File: src/design/utf8t_pkg.sv
// ----------------------------------------------------------------------------
// utf8t_pkg
// Shared types and constants for the phonetic UTF-8 to ASCII transliterator.
// ----------------------------------------------------------------------------
`default_nettype none

package utf8t_pkg;

   localparam int unsigned MaxRun   = 5;   // longest expansion in characters
   localparam int unsigned RunCntW  = 3;   // holds 0 .. MaxRun
   localparam int unsigned CpW      = 11;  // two-byte code point width

   // lead byte of a two-byte sequence: 110xxxxx
   localparam logic [2:0] LeadPrefix = 3'b110;

   typedef logic [0:MaxRun-1][7:0] run_text_type;

   typedef struct packed {
      logic                 hit;
      logic [RunCntW-1:0]   len;
      run_text_type         text;
   } sym_type;

endpackage

`default_nettype wire

File: src/design/phonetic_utf8_to_ascii_transliterator_unit.sv
// ----------------------------------------------------------------------------
// phonetic_utf8_to_ascii_transliterator_unit
// Byte-stream transliterator: two-byte phonetic code points become ASCII.
// ----------------------------------------------------------------------------
// One input byte can be taken every cycle while no earlier run is pending.
// A plain byte yields one output byte; a lead byte (110xxxxx) yields nothing
// and is held until the next byte, which completes the pair. A listed
// phonetic code point expands to its 1..5 character spelling, any other
// pair is echoed as its two bytes. Output bytes leave one per cycle from a
// run register while rsp_ready is high; a new byte is taken in the same
// cycle the last byte of the previous run is transferred.
// rsp_last_of_run marks the final byte of each run.
`default_nettype none

module phonetic_utf8_to_ascii_transliterator_unit
   import utf8t_pkg::*;
(
   input  wire logic       clock,
   input  wire logic       reset,
   input  wire logic       req_valid,
   output logic            req_ready,
   input  wire logic [7:0] req_byte_in,
   output logic            rsp_valid,
   input  wire logic       rsp_ready,
   output logic [7:0]      rsp_out_char,
   output logic            rsp_last_of_run
);

   logic               lead_pending_ff, lead_pending_in;
   logic [4:0]         lead_bits_ff, lead_bits_in;
   logic [RunCntW-1:0] count_ff, count_in;
   run_text_type       text_ff, text_in;

   logic               req_fire, rsp_fire;
   logic [CpW-1:0]     cp;
   sym_type            sym;
   logic [RunCntW-1:0] new_len;
   run_text_type       new_text;

   assign cp = {lead_bits_ff, req_byte_in[5:0]};

   utf8t_symbol_rom u_rom (
      .cp  (cp),
      .sym (sym)
   );

   assign rsp_valid       = (count_ff != '0);
   assign rsp_out_char    = text_ff[0];
   assign rsp_last_of_run = (count_ff == RunCntW'(1));
   assign rsp_fire        = rsp_valid && rsp_ready;
   assign req_ready       = !rsp_valid || (rsp_last_of_run && rsp_ready);
   assign req_fire        = req_valid && req_ready;

   // build the run for the byte being accepted
   always_comb begin
      lead_pending_in = lead_pending_ff;
      lead_bits_in    = lead_bits_ff;
      new_len         = '0;
      new_text        = '0;
      if (!lead_pending_ff) begin
         if (req_byte_in[7:5] == LeadPrefix) begin
            lead_pending_in = req_fire ? 1'b1 : lead_pending_ff;
            lead_bits_in    = req_fire ? req_byte_in[4:0] : lead_bits_ff;
         end else begin
            new_len     = RunCntW'(1);
            new_text[0] = req_byte_in;
         end
      end else begin
         lead_pending_in = req_fire ? 1'b0 : lead_pending_ff;
         if (sym.hit) begin
            new_len  = sym.len;
            new_text = sym.text;
         end else begin
            // unlisted pair: echo lead and second byte
            new_len     = RunCntW'(2);
            new_text[0] = {LeadPrefix, lead_bits_ff};
            new_text[1] = req_byte_in;
         end
      end
   end

   always_comb begin
      count_in = count_ff;
      text_in  = text_ff;
      if (req_fire && (new_len != '0)) begin
         count_in = new_len;
         text_in  = new_text;
      end else if (rsp_fire) begin
         count_in = count_ff - RunCntW'(1);
         text_in  = {text_ff[1:MaxRun-1], 8'h00};
      end
   end

   always_ff @(posedge clock) begin
      if (reset) begin
         lead_pending_ff <= 1'b0;
         count_ff        <= '0;
      end else begin
         lead_pending_ff <= lead_pending_in;
         count_ff        <= count_in;
      end
      lead_bits_ff <= lead_bits_in;
      text_ff      <= text_in;
   end

endmodule

`default_nettype wire

File: src/design/utf8t_symbol_rom.sv
// ----------------------------------------------------------------------------
// utf8t_symbol_rom
// Maps a two-byte code point to its phonetic ASCII spelling and length.
// ----------------------------------------------------------------------------
`default_nettype none

module utf8t_symbol_rom
   import utf8t_pkg::*;
(
   input  wire logic [CpW-1:0] cp,
   output sym_type             sym
);

   always_comb begin
      sym.hit  = 1'b1;
      sym.len  = RunCntW'(0);
      sym.text = '0;
      unique case (cp)
         11'h0E6: begin sym.len = 3'd1; sym.text = {"@",     32'h0}; end
         11'h0F0: begin sym.len = 3'd3; sym.text = {"<Z>",   16'h0}; end
         11'h14B: begin sym.len = 3'd3; sym.text = {"<n>",   16'h0}; end
         11'h251: begin sym.len = 3'd1; sym.text = {"a",     32'h0}; end
         11'h252: begin sym.len = 3'd3; sym.text = {"<o>",   16'h0}; end
         11'h254: begin sym.len = 3'd1; sym.text = {"o",     32'h0}; end
         11'h259: begin sym.len = 3'd3; sym.text = {"<a>",   16'h0}; end
         11'h25B: begin sym.len = 3'd1; sym.text = {"e",     32'h0}; end
         11'h25C: begin sym.len = 3'd3; sym.text = {"<e>",   16'h0}; end
         11'h26A: begin sym.len = 3'd3; sym.text = {"<i>",   16'h0}; end
         11'h283: begin sym.len = 3'd4; sym.text = {"<sh>",  8'h0};  end
         11'h28A: begin sym.len = 3'd3; sym.text = {"<u>",   16'h0}; end
         11'h28C: begin sym.len = 3'd1; sym.text = {"^",     32'h0}; end
         11'h292: begin sym.len = 3'd3; sym.text = {"<z>",   16'h0}; end
         11'h2A4: begin sym.len = 3'd4; sym.text = {"<dz>",  8'h0};  end
         11'h2A7: begin sym.len = 3'd5; sym.text = "<tch>";          end
         11'h2C8: begin sym.len = 3'd1; sym.text = {"'",     32'h0}; end
         11'h2CC: begin sym.len = 3'd1; sym.text = {",",     32'h0}; end
         11'h2D0: begin sym.len = 3'd1; sym.text = {":",     32'h0}; end
         11'h3B8: begin sym.len = 3'd3; sym.text = {"<S>",   16'h0}; end
         default: begin sym.hit = 1'b0; end
      endcase
   end

endmodule

`default_nettype wire

File: config.mk
export PLATFORM = sky130hd
export DESIGN_NAME = phonetic_utf8_to_ascii_transliterator_unit
export DESIGN_NICKNAME = d
export VERILOG_FILES = /design/src/design/utf8t_pkg.sv /design/src/design/phonetic_utf8_to_ascii_transliterator_unit.sv /design/src/design/utf8t_symbol_rom.sv
export SDC_FILE = /design/constraint.sdc
export NUM_CORES = 1
export LEC_CHECK = 0
export BUFFER_PORTS_ARGS = -buffer_cell sky130_fd_sc_hd__buf_2
export CAP_MARGIN = 5
export CORE_AREA = 2 2 101 103
export DETAILED_ROUTE_END_ITERATION = 16
export DIE_AREA = 0 0 103 105
export MAX_ROUTING_LAYER = met4
export PLACE_DENSITY = 0.38
export SKIP_CTS_REPAIR_TIMING = 1
export SLEW_MARGIN = 20
export SYNTH_ARGS = -nofsm -noshare
export SYNTH_HDL_FRONTEND = slang
export SYNTH_SLANG_ARGS = --single-unit
File: constraint.sdc
create_clock -name clock -period 6.75 [get_ports clock]
set_input_delay 0.675 -clock clock [delete_from_list [all_inputs] [get_ports clock]]
set_output_delay 0.675 -clock clock [all_outputs]
set_load 0.01 [all_outputs]
==> flow_summary.toml <==
[outcome]
outcome = "finished, final reports clean"

[power_and_ir_drop]
finalPower_w = 0.0008799
p_switching_w = 0.0003328
clock_power_share_pct = 16.6
powerDensity_nw_per_um2 = 336.5
internal_power_w = 0.0005471
p_leak_nw = 0.8866
swShare_pct = 37.83
ir_worst_vdd_uv = 199.2
seqPwrFrac_pct = 44.7
combPwrFrac_pct = 38.7

[logic_synthesis]
synth_edf_count = 29
synthCells = 265
syn_avg_cell_area_sq_um = 9.028
synth_warnings = 0
synth_commonest_cells = "nand2_1, edfxtp_1, o21ai_0"
synthArstFlopShare_pct = 0
ys_ff_latch = 33
netlist_area_sq_um = 2392
synth_ff_type = "edfxtp_1"
yosysMostFrequentCell = "nand2_1"
synth_top_cell_area_share_pct = 36.40
synth-seq-area-share_pct = 39.75
yosys-top-cells-area = "edfxtp_1, nand2_1, o21ai_0"
yosysUniqueCellTypes = 63
syn-num-nets = 280
post-synth-top-area-cell = "edfxtp_1"

[placement]
dpl.hpwl_microns = 5284
dpl.cell_count = 396
gp_congestion = 0.8754
port-buffer-count = 22
place_ws_ps = 3429

[floorplan]
io_pins = 23
die_h_microns = 105
fp.dieW_microns = 103
core.rowCount = 36
die-area_sq_um = 10820
initial_utilization_pct = 24.82
core-area_sq_um = 9639

[clock_network]
root_buffer = "clkbuf_8"
cts_buffer_depth = 2
cts_tree = "yes"
htree_levels = 2
cts_made_buffers = 5
clkTransAtPathRegs_ps = 70
clk_latency_ps = 280
clock-sinks = 33

[worst_setup_path]
path_max_fanout = 14
crit_chain = "or3b_1 -> nor4_1 -> a41oi_2 -> and4_4 -> a21oi_1 -> a31oi_1"
cp.required_ps = 6770
critical_path_arrival_ps = 2940
critPathSlowestCell = "nor4_1"
criticalPathCategory = "reg2reg"
crit_path_start_kind = "register"
end_kind = "register"
worst_path_dominant_cell_family = "simple AND/OR/NAND/NOR gates"
path_buf_inv = 0
critPathMaxStageDelay_ps = 670

[job]
drv_cap = 0

[sta]
timing.final.crit_share_pct = 43.32
setup_ws_ps = 3826
slew_headroom_pct = 33.95
min_period_ps = 2924
report.final.slew_viol_count = 0
max_freq_ghz = 0.3420
rsz0062_at_grt = "no"
finalSetupViolations = 0
setup-tns-final_ps = 0
clock_skew_ps = 8.493
worst_slew_pin_slew_ps = 986.2
hold_viol = 0

[global_route]
grt_pass1_vias = 2048
grt_max_degree = 27
grt_overflow = 0
track_usage_pct = 14.80
antenna_found_initial = 0
grt_pass1_wl_microns = 11870

[route]
drtPass1Iterations = 4
routed_via_density = 5.265
postRouteAntennaNets = 0
first_iter_violations = 195
routed_wl_microns = 7488
wl_per_cell_microns = 18.53
vias = 2127
drc = 0

[finish]
nets = 285
fin_cells = 404
antenna_cells = 0
final_layout_size_suffix_gt1_share_pct = 15.50
area_growth_pct = 9.310

[hold_path]
hold_path_class = "reg2reg"
[cell families (layout without fill, tap and decap cells)]
kind of cell / after synthesis / after routing / synth area share (%)
xor+xnor: 3 / 3 / 1.099
compound gates: 75 / 75 / 21.60
mux: 2 / 2 / 0.8369
flops: 33 / 33 / 39.75
fa+ha+maj: 3 / 3 / 1.569
buf+inv: 29 / 35 / 6.956
simple gates: 120 / 120 / 28.19
[power groups by stage]
stage	registers [W]	logic, W	clock network, W
5_1_grt	0.000401	0.000386	0.000158
3_3_place_gp	0.000400	0.000343	0
4_1_cts	0.000395	0.000341	0.000150
3_5_place_dp	0.000399	0.000339	0
6_report	0.000393	0.000341	0.000146
2_1_floorplan	0.000385	0.000258	0
[state kept, by name (all words and copies together), names as in the netlist]
register	count
rsp_out_char	8
count_ff	3
lead_bits_ff	5
text_ff	16
lead_pending_ff	1
[stage by stage]
step | hold WS (ps) | utilization (%) | cell area, sq um
floorplan | 496.3 | - | 2392
finish | 539.6 | 27.13 | 2615
global placement | 545.6 | 26.19 | 2525
CTS | 546.2 | 27.05 | 2608
global route | 566.2 | 27.13 | 2615
detailed placement | 531.4 | 26.19 | 2525
[layer usage]
layer | wire (microns) | GRT usage, %
met1 | 3482 | 20.16
met2 | 3525 | 23.14
met3 | 404 | 2.341
met4 | 75 | 3.195
met5 | 0 | -
[placed cells by master, fill, tap and decap left out, drive strengths merged, types with 6 or more instances in the layout]
cell    synthesis  routed
nand2          35      35
o21ai          21      21
a21oi          16      16
buf            15      23
clkbuf         10       6
nor3           12      12
a31oi          11      11
nor2           15      15
edfxtp         29      29
[worst paths after layout]
| check | startpoint | end | slack (ps) | depth (start not counted) |
|---|---|---|---|---|
| min reg2reg | text_ff[18] | text_ff[26] | 540 | 2 |
| max reg2reg | lead_bits_ff[2] | rsp_out_char[6] | 3830 | 6 |
| max | lead_bits_ff[2] | rsp_out_char[6] | 3830 | 6 |
| min | text_ff[18] | text_ff[26] | 540 | 2 |
[final cells by class]
type | count | area (sq um)
fillers | 1091 | 7024
multi-input cells | 203 | 1282
flip-flops and latches | 33 | 950.9
well taps | 133 | 166.4
repair buffers | 23 | 117.6
clock buffers | 6 | 72.57
inverters | 4 | 15.01
clock inverters | 2 | 10.01
[tightest hold or removal path: stages, from the launching register on]
cell	delay (ps)
edfxtp_1	320
nand2_1	60
o21ai_0	60
No activity file was read; power rests on OpenSTA's default activity.
